<file path="src/ips_pkg.sv">
// ----------------------------------------------------------------------------
// ips_pkg
// Shared types, constants and the phase pair table of the crossing scheduler.
// ----------------------------------------------------------------------------
`default_nettype none

package ips_pkg;

   localparam int NUM_LANES          = 8;
   localparam int NUM_PHASES         = 13;
   localparam int LANE_BITS          = 3;
   localparam int PHASE_BITS         = 4;
   localparam int ARRIVE_BITS        = 8;
   localparam int QUEUE_BITS_DEFAULT = 16;
   localparam int REQ_DATA_BITS      = NUM_LANES * ARRIVE_BITS;
   localparam int RSP_DATA_BITS      = 16;

   typedef logic [ARRIVE_BITS-1:0] arrive_type;
   typedef logic [LANE_BITS-1:0]   lane_type;
   typedef logic [PHASE_BITS-1:0]  phase_type;
   typedef logic [NUM_LANES-1:0]   lane_mask_type;

   localparam phase_type PHASE_OFF = 4'd0;

   // movement pairs of each phase, phase zero is all lights off
   localparam lane_type PAIR_FIRST [NUM_PHASES] = '{
      3'd0, 3'd0, 3'd4, 3'd1, 3'd5, 3'd0, 3'd2, 3'd4, 3'd6, 3'd0, 3'd1, 3'd2, 3'd3
   };
   localparam lane_type PAIR_SECOND [NUM_PHASES] = '{
      3'd0, 3'd2, 3'd6, 3'd3, 3'd7, 3'd1, 3'd3, 3'd5, 3'd7, 3'd7, 3'd4, 3'd5, 3'd6
   };

   // what the chosen phase serves during one transfer
   typedef struct packed {
      phase_type phase;
      lane_type  first_lane;
      logic      first_green;
      lane_type  second_lane;
      logic      second_green;
   } service_type;

endpackage

`default_nettype wire

</file>
<file path="src/intersection_phase_scheduler_unit.sv">
// ----------------------------------------------------------------------------
// intersection_phase_scheduler_unit
// Traffic light phase scheduler for a four-way crossing with eight movements.
// ----------------------------------------------------------------------------
// One req transfer is one tick: eight 8-bit arrival counts, movement 0 in the
// lowest byte. One rsp transfer per tick gives the chosen phase, its two
// movements and which of them are green.
// The req side lands in an input register; queue update and phase choice are
// done in one pass of logic from that register into the rsp register.
// A tick passes from the input register into the rsp register, where it raises
// rsp_tvalid; the rsp transfer takes place at an edge with rsp_tready high.
// Throughput: one tick per cycle while rsp_tready stays high, limited only by
// the single update pass of the queue counters and the current phase register.
// Reset clears both valid flags, all queue counters and sets the phase to zero
// (all lights off). When the receiver stalls, the result holds in the rsp
// register and one more tick waits in the input register; req_tready drops
// only once both are full.
// ----------------------------------------------------------------------------
`default_nettype none

module intersection_phase_scheduler_unit #(
   parameter int QUEUE_BITS = ips_pkg::QUEUE_BITS_DEFAULT
) (
   input  wire                                    clock,
   input  wire                                    reset,
   input  wire                                    req_tvalid,
   output logic                                   req_tready,
   // arrive_a_straight, arrive_a_right, arrive_b_straight, arrive_b_right,
   // arrive_c_straight, arrive_c_right, arrive_d_straight, arrive_d_right
   input  wire  [ips_pkg::REQ_DATA_BITS-1:0]      req_tdata,
   output logic                                   rsp_tvalid,
   input  wire                                    rsp_tready,
   // phase[3:0], first_lane[6:4], first_green[7], second_lane[10:8],
   // second_green[11], zero fill[15:12]
   output logic [ips_pkg::RSP_DATA_BITS-1:0]      rsp_tdata
);
   import ips_pkg::*;

   logic          in_valid_ff;
   logic          in_valid_in;
   arrive_type    in_arrive_ff [NUM_LANES];
   logic          out_valid_ff;
   logic          out_valid_in;
   service_type   out_service_ff;
   logic          fire;
   logic          req_take;
   service_type   service;
   lane_mask_type occ;

   assign fire       = in_valid_ff && (!out_valid_ff || rsp_tready);
   assign req_tready = !in_valid_ff || fire;
   assign req_take   = req_tvalid && req_tready;

   ips_queue_bank #(
      .QUEUE_BITS(QUEUE_BITS)
   ) u_queue_bank (
      .clock   (clock),
      .reset   (reset),
      .fire    (fire),
      .arrive  (in_arrive_ff),
      .service (service),
      .occ     (occ)
   );

   ips_phase_select u_phase_select (
      .clock   (clock),
      .reset   (reset),
      .fire    (fire),
      .occ     (occ),
      .service (service)
   );

   always_comb begin
      in_valid_in = in_valid_ff;
      if (req_take) begin
         in_valid_in = 1'b1;
      end else if (fire) begin
         in_valid_in = 1'b0;
      end
      out_valid_in = out_valid_ff;
      if (fire) begin
         out_valid_in = 1'b1;
      end else if (rsp_tready) begin
         out_valid_in = 1'b0;
      end
   end

   always_ff @(posedge clock) begin
      if (reset) begin
         in_valid_ff  <= 1'b0;
         out_valid_ff <= 1'b0;
      end else begin
         in_valid_ff  <= in_valid_in;
         out_valid_ff <= out_valid_in;
      end
   end

   always_ff @(posedge clock) begin
      if (req_take) begin
         for (int i = 0; i < NUM_LANES; i++) begin
            in_arrive_ff[i] <= req_tdata[i*ARRIVE_BITS +: ARRIVE_BITS];
         end
      end
      if (fire) begin
         out_service_ff <= service;
      end
   end

   assign rsp_tvalid = out_valid_ff;
   assign rsp_tdata  = {4'b0000,
                        out_service_ff.second_green,
                        out_service_ff.second_lane,
                        out_service_ff.first_green,
                        out_service_ff.first_lane,
                        out_service_ff.phase};

endmodule

`default_nettype wire

</file>
<file path="src/ips_phase_select.sv">
// ----------------------------------------------------------------------------
// ips_phase_select
// Priority choice of the next phase from the occupancy bitmap; holds the
// current phase.
// ----------------------------------------------------------------------------
`default_nettype none

module ips_phase_select (
   input  wire                   clock,
   input  wire                   reset,
   input  wire                   fire,
   input  ips_pkg::lane_mask_type occ,
   output ips_pkg::service_type  service
);
   import ips_pkg::*;

   phase_type current_phase_ff;
   phase_type current_phase_in;

   always_comb begin
      logic              both_found;
      logic              one_found;
      phase_type         both_phase;
      phase_type         one_phase;
      phase_type         pick;
      logic              cur_busy;
      both_found = 1'b0;
      one_found  = 1'b0;
      both_phase = PHASE_OFF;
      one_phase  = PHASE_OFF;
      // search from the top down so the lowest matching phase lands last
      for (int k = NUM_PHASES - 1; k >= 1; k--) begin
         if (phase_type'(k) != current_phase_ff) begin
            if (occ[PAIR_FIRST[k]] && occ[PAIR_SECOND[k]]) begin
               both_found = 1'b1;
               both_phase = phase_type'(k);
            end
            if (occ[PAIR_FIRST[k]] || occ[PAIR_SECOND[k]]) begin
               one_found = 1'b1;
               one_phase = phase_type'(k);
            end
         end
      end
      cur_busy = 1'b0;
      for (int k = 1; k < NUM_PHASES; k++) begin
         if (phase_type'(k) == current_phase_ff &&
             (occ[PAIR_FIRST[k]] || occ[PAIR_SECOND[k]])) begin
            cur_busy = 1'b1;
         end
      end
      if (both_found) begin
         pick = both_phase;
      end else if (one_found) begin
         pick = one_phase;
      end else if (cur_busy) begin
         pick = current_phase_ff;
      end else begin
         pick = PHASE_OFF;
      end
      service.phase = pick;
      if (pick == PHASE_OFF) begin
         service.first_lane   = '0;
         service.second_lane  = '0;
         service.first_green  = 1'b0;
         service.second_green = 1'b0;
      end else begin
         service.first_lane   = PAIR_FIRST[pick];
         service.second_lane  = PAIR_SECOND[pick];
         service.first_green  = occ[PAIR_FIRST[pick]];
         service.second_green = occ[PAIR_SECOND[pick]];
      end
   end

   always_comb begin
      current_phase_in = current_phase_ff;
      if (fire) begin
         current_phase_in = service.phase;
      end
   end

   always_ff @(posedge clock) begin
      if (reset) begin
         current_phase_ff <= PHASE_OFF;
      end else begin
         current_phase_ff <= current_phase_in;
      end
   end

endmodule

`default_nettype wire

</file>
<file path="src/ips_queue_bank.sv">
// ----------------------------------------------------------------------------
// ips_queue_bank
// Eight saturating queue counters: add arrivals, report occupancy, serve the
// green movements.
// ----------------------------------------------------------------------------
`default_nettype none

module ips_queue_bank #(
   parameter int QUEUE_BITS = ips_pkg::QUEUE_BITS_DEFAULT
) (
   input  wire                    clock,
   input  wire                    reset,
   input  wire                    fire,
   input  ips_pkg::arrive_type    arrive [ips_pkg::NUM_LANES],
   input  ips_pkg::service_type   service,
   output ips_pkg::lane_mask_type occ
);
   import ips_pkg::*;

   localparam int SUM_BITS = ((QUEUE_BITS > ARRIVE_BITS) ? QUEUE_BITS : ARRIVE_BITS) + 1;
   localparam logic [SUM_BITS-1:0] QUEUE_MAX = SUM_BITS'((64'd1 << QUEUE_BITS) - 64'd1);

   typedef logic [QUEUE_BITS-1:0] queue_type;

   queue_type queue_ff [NUM_LANES];
   queue_type queue_in [NUM_LANES];
   queue_type filled   [NUM_LANES];

   always_comb begin
      logic [SUM_BITS-1:0] sum;
      logic                serve;
      for (int i = 0; i < NUM_LANES; i++) begin
         sum = SUM_BITS'(queue_ff[i]) + SUM_BITS'(arrive[i]);
         filled[i] = (sum > QUEUE_MAX) ? QUEUE_BITS'(QUEUE_MAX) : QUEUE_BITS'(sum);
         // nonzero after the add iff either term is nonzero
         occ[i] = (queue_ff[i] != '0) || (arrive[i] != '0);
         serve = (service.phase != PHASE_OFF) && occ[i] &&
                 ((service.first_lane == lane_type'(i)) ||
                  (service.second_lane == lane_type'(i)));
         queue_in[i] = queue_ff[i];
         if (fire) begin
            queue_in[i] = serve ? (filled[i] - queue_type'(1)) : filled[i];
         end
      end
   end

   always_ff @(posedge clock) begin
      if (reset) begin
         for (int i = 0; i < NUM_LANES; i++) begin
            queue_ff[i] <= '0;
         end
      end else begin
         for (int i = 0; i < NUM_LANES; i++) begin
            queue_ff[i] <= queue_in[i];
         end
      end
   end

endmodule

`default_nettype wire

</file>
<file path="config.mk">
export PLATFORM = sky130hd
export DESIGN_NAME = intersection_phase_scheduler_unit
export DESIGN_NICKNAME = d
export VERILOG_FILES = /design/src/ips_pkg.sv /design/src/intersection_phase_scheduler_unit.sv /design/src/ips_phase_select.sv /design/src/ips_queue_bank.sv
export SDC_FILE = /design/constraint.sdc
export NUM_CORES = 1
export LEC_CHECK = 0
export BUFFER_PORTS_ARGS = -buffer_cell sky130_fd_sc_hd__buf_4
export CAP_MARGIN = 20
export CORE_ASPECT_RATIO = 1.1
export CORE_MARGIN = 2
export CORE_UTILIZATION = 50
export CTS_CLUSTER_DIAMETER = 200
export DETAILED_ROUTE_END_ITERATION = 16
export PLACE_DENSITY = 0.67
export SYNTH_ARGS = -nofsm -noshare
export SYNTH_HDL_FRONTEND = slang
export SYNTH_SLANG_ARGS = --single-unit
export TNS_END_PERCENT = 30
</file>
<file path="constraint.sdc">
create_clock -name clock -period 5.8 [get_ports clock]
set_input_delay 1.16 -clock clock [delete_from_list [all_inputs] [get_ports clock]]
set_output_delay 1.16 -clock clock [all_outputs]
set_load 0.1 [all_outputs]
</file>
; Yosys cells after proc, flatten, opt, wreduce, memory -nomap -nowiden
; Memories as Yosys holds them, arrays and structs flattened.
; Cells that the tools add are included.
[word_totals]
reg_bits = 82
elab_cells = 348
output_inout_bits = 18
mem_bits_ro = 96
ramBits = 128
n_memories = 3
inputBits = 68
[classes]
n_bitwise = 9
reduce_logical = 96
eq_ne = 38
n_mux = 159
n_lt_le_gt_ge = 11
add_sub_neg = 16
[mem_list]
columns = name, depth, word_bits, read_ports, rd_ports_with_merged_regs, write_ports, line
row1 = u_queue_bank.queue_ff, 8, 16, 8, 0, 8, ips_queue_bank.sv:25  ; queue_type queue_ff [NUM_LANES];
row2 = (no name shown), 16, 3, 1, 0, 0, ips_phase_select.sv:67  ; service.first_lane = PAIR_FIRST[pick];
row3 = (no name shown), 16, 3, 1, 0, 0, ips_phase_select.sv:68  ; service.second_lane = PAIR_SECOND[pick];
[ops]
columns = op, count
row1 = $mux 16, 32
row2 = $mux 4, 51
row3 = $add 16x8->17, 8
row4 = $gt 17x16->1 const B, 8
row5 = $reduce_bool 16->1, 8
row6 = $sub 16x1->16 const B, 8
row7 = $mux 1, 69
row8 = $reduce_bool 8->1, 8
row9 = $logic_and 1x1->1, 42
row10 = $logic_or 1x1->1, 30
row11 = $eq 3x3->1 const B, 8
row12 = $eq 4x4->1 const A, 5
row13 = $ne 4x4->1 const A, 5
row14 = $eq 3x4->1 const A, 4
row15 = $ne 3x4->1 const A, 4
row16 = $eq 3x2->1 const B, 4
row17 = $mux 3, 4
row18 = $eq 2x4->1 const A, 2
row19 = $lt 3x4->1 const B, 2
row20 = $mux 8, 1
row21 = $ne 2x4->1 const A, 2
row22 = $or 1x1->1, 8
row23 = $bmux 1 s3, 2
row24 = $eq 3x1->1 const B, 2
row25 = 9 further kinds, 12

; Longest topological paths before layout
; Gate-level depths: netlist of the first run.
; An unclocked memory read counts as a cell.
[logic_depth]
depth_word = 43
depth_mapped = 23
mapped_depth_nobuf = 19

; Hierarchy
; A second synthesis of the first run with hierarchy kept.
[unflattened]
cells_unflattened = 2066
hier_area_um2 = 17196.5
[by_module_without_submodules]
columns = module, n_inst, seq_area_each_um2, area_per_inst_um2, cells_each
row1 = ips_queue_bank, 1, 2562.5, 13334.0, 1776
row2 = intersection_phase_scheduler_unit, 1, 2322.2, 2419.8, 91
row3 = ips_phase_select, 1, 80.1, 1442.6, 199

; Worst setup path after synthesis of the first run
; Ideal clock, no wire load.
[synth_path]
path_type = reg2reg
from = memory u_queue_bank.queue_ff[0][52] in the netlist's numbering
to = memory u_queue_bank.queue_ff[0][15] in the netlist's numbering
required_time_ns = 5.670
setup_ns = 0.130
stages_incl_launch_ff = 18
n_path_buf = 1
arrival_time_ns = 4.950
period_less_slack_ns = 5.080
setup_slack_ns = 0.720
path_cell_list = dfxtp_1 > or4_1 > or4_4 > or2_4 > o21ai_4 > or3b_4 > o311a_4 > a21oi_1 > inv_1 > ha_1 > clkbuf_1 > o211ai_1 > a21boi_0 > nand3_1 > o22a_1 > or4b_1 > a22oi_1 > o211ai_1
[synth_rtl]
columns = item, line
row1 = start: declaration, ips_queue_bank.sv:25

==> summary.txt, run 1 <==
status: completed
DRC viols: 0
YS warnings: 0
antenna violations before repair: 0
max-cap viol count: 0
met2 wire length: 21400 µm
# diodes: 0
Main synth FF type: dfxtp_1
total power draw: 4.30 mW
WL/cell: 18.2 µm
DR top layer: met4
Layout fillers: 2886
PwrDens: 239 nW/µm²
clk sinks: 210
Num CTS Buffers: 26
Met3 Wirelength: 2140 µm
pre-CTS worst setup slack: 0.394 ns
Synth area leader: dfxtp_1
sequential area share after synthesis: 0.310
DRT Wirelength: 44700 µm
DP HPWL: 32100 µm
fmax: 183 MHz
vias in the first global route: 14700
first-pass GRT wire length: 73400 µm
fin area: 18000 µm²
Synth Area in Adders: 0.0710
Die Area: 33400 µm²
Post-DP Area: 17200 µm²
worst hold slack: 0.460 ns
sw frac: 0.310
synth top area cells: dfxtp_1, edfxtp_1, ha_1
RSZ-0062 raised after global routing: false
die height: 192 µm
Max Buffers Root-to-Sink: 3
Layout Nets: 2176
post-synthesis mux area share: 0.0153
vias per cell: 6.12
slew margin rel.: 0.391
Req. time, crit path: 6.22 ns
final core occ: 0.573
main combinational cell family by area after synthesis: simple AND/OR/NAND/NOR gates
global route total overflow: 0
sequential fraction of design power: 0.394
Worst R2R Start: u_queue_bank.queue_ff[0][52]$_SDFFE_PP0P_
Final setup viols: 0
Reg clk slew, reported paths: 0.06 ns
leak pwr: 6.85 nW
Worst-Margin Slew: 0.913 ns
# hold bufs at CTS: 0
Synth async-reset ratio: 0
Tot GR Track Use: 0.264
XOR/XNOR Fraction of Synth Area: 0.0843
maximum vdd ir drop: 0.245 mV
Simple-Gate Fraction of Synth Area: 0.270
number of enable flip-flop cells after synthesis: 76
die width: 175 µm
cell-internal power: 2.97 mW
period utilization: 0.942
Critical Path Sink Type: register
Setup crit start kind: register
clock share of power: 0.370
M1 wire length: 20000 µm
Starting Density: 0.508
Layout area overhead: 12.8%
post-route ant nets: 0
Worst-Skew Late Latency: 0.55 ns
first-iteration detailed-routing DRC count: 1243
CP Capture Point: u_queue_bank.queue_ff[0][15]$_SDFFE_PP0P_
switching power: 1.33 mW
Hold Fails Final Rpt: 0
Cell variety after synth: 105
CTS tree: built
post-layout min period: 5.46 ns
non-filler cells, final: 2461
reg2reg setup slack: 0.34 ns
r2r worst-path depth: 16
Mapped Cells: 1941
Clock Skews: 0.0105 ns
Worst Setup Slack, final: 0.337 ns
Arrival @ worst endpoint: 5.88 ns
Yosys top cell area share: 0.168
CTS Root Cell: clkbuf_16
post-synthesis compound-gate area fraction: 0.207
Tightest Hold Check Type: register to register
Setup TNS Final: 0 ns
Worst R2R End: u_queue_bank.queue_ff[0][15]$_SDFFE_PP0P_
CP Max Fanout: 8
worst setup path start: u_queue_bank.queue_ff[0][52]$_SDFFE_PP0P_
Cell Area, Synth: 16000 µm²
Gate power share: 0.236
share of layout cells above drive strength 1: 0.123
htree depth: 1
vias: 15100
IO Port Bufs: 81
largest net degree at the start of global routing: 65
Pre-Repair DR Iteration Count: 8
row count: 68
WS Path Type: register to register
Post-Syn Area per Cell: 8.24 µm²
IO Count: 86
gpl congestion: 0.977
core area: 31500 µm²
Seq cells post-synth: 210
Placed Cells: 2414
max-slew violation count: 0
[cell type report]
class	instances	area (µm²)	share of cell area
Clock buffer	35	726	0.0402
Clock inverter	12	104	0.00576
Tap cell	420	526	0.0291
Inverter	62	239	0.0133
Timing Repair Buffer	142	1070	0.0591
Multi-Input combinational cell	1580	10400	0.577
Sequential cell	210	4960	0.275
[sequential cells by signal, summed over array words and instances, names as in the netlist]
signal                           count
in_arrive_ff                        64
rsp_tdata                           12
u_phase_select.current_phase_ff      4
u_queue_bank.queue_ff              128
in_valid_ff                          1
rsp_tvalid                           1
[cell families (layout without fill, tap and decap cells)]
| family | Yosys count | in the layout |
|---|---|---|
| AO/OA/AOI/OAI | 474 | 474 |
| XOR/XNOR | 154 | 154 |
| adder cells (fa/ha/maj) | 86 | 86 |
| buffers and inverters | 154 | 251 |
| flip-flops | 210 | 210 |
| multiplexers | 24 | 24 |
| other | 1 | 4 |
| AND/OR/NAND/NOR | 838 | 838 |
[cells in the mapped netlist, types with 26 or more instances]
cell type	number
nor2_1	202
nand2_1	193
dfxtp_1	134
a21oi_1	121
xnor2_1	108
nand3_1	90
ha_1	78
edfxtp_1	76
o21ai_0	74
nor3_1	64
nor4_1	63
clkbuf_1	62
inv_1	60
xor2_1	46
a211oi_1	34
nand4_1	32
and3_1	31
o21bai_1	30
a21o_1	26
[worst min path at each step]
stage	from	endpoint	slack (ns)	depth (start not counted)
floorplan	u_queue_bank.queue_ff[1][20]$_SDFFE_PP0P_	u_queue_bank.queue_ff[1][20]$_SDFFE_PP0P_	0.43	2
global placement	u_queue_bank.queue_ff[1][20]$_SDFFE_PP0P_	u_queue_bank.queue_ff[1][20]$_SDFFE_PP0P_	0.45	2
detailed placement	u_queue_bank.queue_ff[1][20]$_SDFFE_PP0P_	u_queue_bank.queue_ff[1][20]$_SDFFE_PP0P_	0.45	2
CTS	u_queue_bank.queue_ff[1][20]$_SDFFE_PP0P_	u_queue_bank.queue_ff[1][20]$_SDFFE_PP0P_	0.46	2
global route	u_queue_bank.queue_ff[1][20]$_SDFFE_PP0P_	u_queue_bank.queue_ff[1][20]$_SDFFE_PP0P_	0.50	2
finish	u_queue_bank.queue_ff[1][20]$_SDFFE_PP0P_	u_queue_bank.queue_ff[1][20]$_SDFFE_PP0P_	0.46	2
[critical path: stages, from the launching register on]
cell and delay, ns:
dfxtp_1 0.32, or4_1 0.56, or4_4 0.47, nor2_2 0.23, a21oi_1 0.17, or4_1 0.61
o311a_4 0.37, a211oi_4 0.32, ha_1 0.31, buf_4 0.17, o211ai_1 0.14, a21boi_0 0.29
nand3_1 0.15, o22a_1 0.30, or4b_1 0.62, a22oi_1 0.19, o211ai_1 0.11
[power by group through the flow]
stage	Sequential, mW	Clock [mW]	Combinational, mW
floorplan	1.73	0	0.736
global route	1.70	1.69	1.13
finish	1.69	1.59	1.02
CTS	1.69	1.63	1.01
global placement	1.72	0	0.984
detailed placement	1.72	0	1.00
[routing by layer]
layer | up-vias | track usage
met4 | 0 | 0.0910
met2 | 487 | 0.464
met1 | 7106 | 0.341
met3 | 88 | 0.0263
li1 | 7374 | -
met5 | - | 0
[timing repair]
| action | CTS | global route |
|---|---|---|
| endpoints found under the setup margin | 0 | 5 |
| resized for setup | 0 | 3 |
| setup buffers | 0 | 0 |
[placed cells by master (no fill, tap or decap), drive strengths merged, types with 31 or more instances in the layout]
cell type and count:
nor2 204, nand2 194, buf 142, dfxtp 134, a21oi 123, xnor2 108, nand3 90, o21ai 85
ha 78, edfxtp 76, nor4 70, nor3 66, inv 59, xor2 46, a211oi 38, clkbuf 35
nand4 32, and3 31
(Power assumes the default switching activity.)
==> run 2: changes to the inputs <==
BUFFER_PORTS_ARGS = -buffer_cell sky130_fd_sc_hd__buf_2   (was -buffer_cell sky130_fd_sc_hd__buf_4)
==> run 2 against run 1 <==
  * Fmax rose by 0.22%
  * Die area did not move
  * Cell area shrank 1.5%
  * Critical path type unchanged
  * Largest power group unchanged
  * Highest routed layer unchanged
==> summary.txt, run 2 (synthesis results as in run 1) <==
die height: 192 µm (unchanged)
share of layout cells above drive strength 1: 0.124 (+0.000730)
vias: 15100 (+0.053%)
htree depth: 1 (unchanged)
slew margin rel.: 0.365 (-0.0255)
Crit-path slowest cell: or4_1
gpl congestion: 0.912 (-6.6%)
cell-internal power: 2.91 mW (-1.9%)
worst setup path start: in_arrive_ff[61]$_DFFE_PP_
Arrival @ worst endpoint: 5.86 ns (-0.02 ns)
Tightest Hold Check Type: register to register
number of flip-flops in the largest register: 128 (unchanged)
startpoint of the worst hold path: u_queue_bank.queue_ff[0][32]$_SDFFE_PP0P_
Layout fillers: 2967 (+2.8%)
max-slew violation count: 0 (unchanged)
post-layout min period: 5.45 ns (-0.0119 ns)
Layout Nets: 2165 (-0.51%)
largest net degree at the start of global routing: 65 (unchanged)
DP HPWL: 32000 µm (-0.34%)
sequential fraction of design power: 0.398 (+0.004)
WS Path Type: register to register
most common library cell in the layout ignoring fill and taps: nor2_1
IO Count: 86 (unchanged)
Die Area: 33400 µm² (unchanged)
Register Area: 4960 µm² (unchanged)
Final setup viols: 0 (unchanged)
delay of the slowest cell on the worst path: 0.64 ns (+0.02 ns)
crit-path cells: nor4_1 -> and4_2 -> and2_1 -> a21boi_0 -> or4_1 -> o311a_4 -> a21oi_1 -> inv_1 -> ha_2 -> inv_1 -> nor2_1 -> a21boi_1 -> nand3_1 -> o22a_1 -> or4b_1 -> a22oi_1 -> o211ai_1
Pre-Repair DR Iteration Count: 5 (-3)
largest register by flop count: u_queue_bank.queue_ff
DRT Wirelength: 44200 µm (-1.2%)
# diodes: 0 (unchanged)
RSZ-0062 raised after global routing: false
status: completed
Layout area overhead: 11.1%
Hold Fails Final Rpt: 0 (unchanged)
max-cap viol count: 0 (unchanged)
# hold bufs at CTS: 0 (unchanged)
leak pwr: 6.72 nW (-1.9%)
core area: 31500 µm² (unchanged)
first-iteration detailed-routing DRC count: 1308 (+5.2%)
Tot GR Track Use: 0.261 (-0.00333)
switching power: 1.34 mW (+0.77%)
antenna violations before repair: 0 (unchanged)
Worst R2R Start: in_arrive_ff[61]$_DFFE_PP_
vias per cell: 6.15 (+0.54%)
fmax: 183 MHz (+0.22%)
Worst-Margin Slew: 0.944 ns (+0.0311 ns)
Num CTS Buffers: 25 (-3.8%)
most frequent cells in the layout: nor2_1, nand2_1, dfxtp_1
IO Port Bufs: 81 (unchanged)
Setup crit start kind: register
CTS tree: built
most frequent CP cell: inv_1
sw frac: 0.316 (+0.00573)
Setup TNS Final: 0 ns (unchanged)
Req. time, crit path: 6.21 ns (about the same)
Max Buffers Root-to-Sink: 3 (unchanged)
Reg clk slew, reported paths: 0.06 ns (about the same)
first-pass GRT wire length: 72300 µm (-1.5%)
Clock Skews: 0.00708 ns (-0.00346 ns)
Worst-Skew Late Latency: 0.53 ns (-0.02 ns)
Starting Density: 0.508 (unchanged)
worst hold slack: 0.481 ns (+0.0204 ns)
die width: 175 µm (unchanged)
maximum vdd ir drop: 0.290 mV (+19%)
clock share of power: 0.367 (-0.003)
period utilization: 0.940 (-0.00205)
PwrDens: 240 nW/µm² (+0.46%)
multi-input logic area: 10400 µm² (+0.16%)
WL/cell: 18.0 µm (-0.68%)
Gate power share: 0.235 (about the same)
WP buf/inv: 2 (+1)
CP Max Fanout: 9 (+1)
clk sinks: 210 (unchanged)
post-route ant nets: 0 (unchanged)
global route total overflow: 0 (unchanged)
cell family with most CP delay: simple AND/OR/NAND/NOR gates
row count: 68 (unchanged)
Critical Path Sink Type: register
DRC viols: 0 (unchanged)
CTS Root Cell: clkbuf_16
vias in the first global route: 14500 (-1.6%)
-- run 2: changes by cell type in the layout (fill, tap and decap cells not counted), sizes merged --
cell      delta
buf         -10
clkbuf       -6
clkinvlp     +3
inv          +1
-- run 2: worst paths after layout --
check,endpoint,slack [ns],depth (start not counted)
setup / recovery,u_queue_bank.queue_ff[0][15]$_SDFFE_PP0P_,0.35,17
hold reg to reg,u_queue_bank.queue_ff[0][32]$_SDFFE_PP0P_,0.48,2
setup reg to reg,u_queue_bank.queue_ff[0][15]$_SDFFE_PP0P_,0.35,17
hold / removal,u_queue_bank.queue_ff[0][32]$_SDFFE_PP0P_,0.48,2
-- run 2: worst reg2reg max path, cell delays in order, from the launching register on --
cell,delay (ns)
edfxtp_1,0.38
nor4_1,0.39
and4_2,0.38
and2_1,0.34
a21boi_0,0.23
or4_1,0.64
o311a_4,0.37
a21oi_1,0.18
inv_1,0.14
ha_2,0.26
inv_1,0.23
nor2_1,0.12
a21boi_1,0.27
nand3_1,0.18
o22a_1,0.32
or4b_1,0.60
a22oi_1,0.19
o211ai_1,0.11
-- run 2: per-stage QoR --
step	setup slack, ns	cell area (µm²)	util	power (mW)	cells
after floorplan	0.720	16000	-	2.46	1944
after global placement	0.338	16900	0.537	2.69	2402
after detailed placement	0.244	16900	0.537	2.71	2402
after CTS	0.188	17700	0.563	4.28	2447
after global routing	0.0800	17800	0.564	4.46	2449
final	0.348	17800	0.564	4.26	2449
-- run 2: layout make-up --
cell class / instances / share of cell area
Multi-Input combinational cell: 1580 / 0.587
Clock buffer: 29 / 0.0378
Sequential cell: 210 / 0.280
Tap cell: 420 / 0.0296
Clock inverter: 16 / 0.00782
Timing Repair Buffer: 132 / 0.0448
Inverter: 62 / 0.0135
-- run 2: power by group through the flow --
| stage | combinational (mW) | sequential (mW) | clock [mW] |
|---|---|---|---|
| after floorplan | 0.736 | 1.73 | 0 |
| after global placement | 0.966 | 1.72 | 0 |
| after detailed placement | 0.983 | 1.72 | 0 |
| after CTS | 0.991 | 1.69 | 1.60 |
| after global routing | 1.11 | 1.70 | 1.65 |
| final | 1.00 | 1.69 | 1.56 |
-- run 2: metal layers --
layer	vias up	wire, µm	GRT usage
met1	7190	19900	0.338
met4	0	1160	0.0894
met2	434	21000	0.455
met3	99	2170	0.0285
li1	7340	-	-
met5	-	0	0
-- run 2: timing repair --
item / CTS / global route
hold endpoints to repair: 0 / 0
setup endpoints to repair: 0 / 21
resized for setup: 0 / 9
buffers inserted: 0 / 1
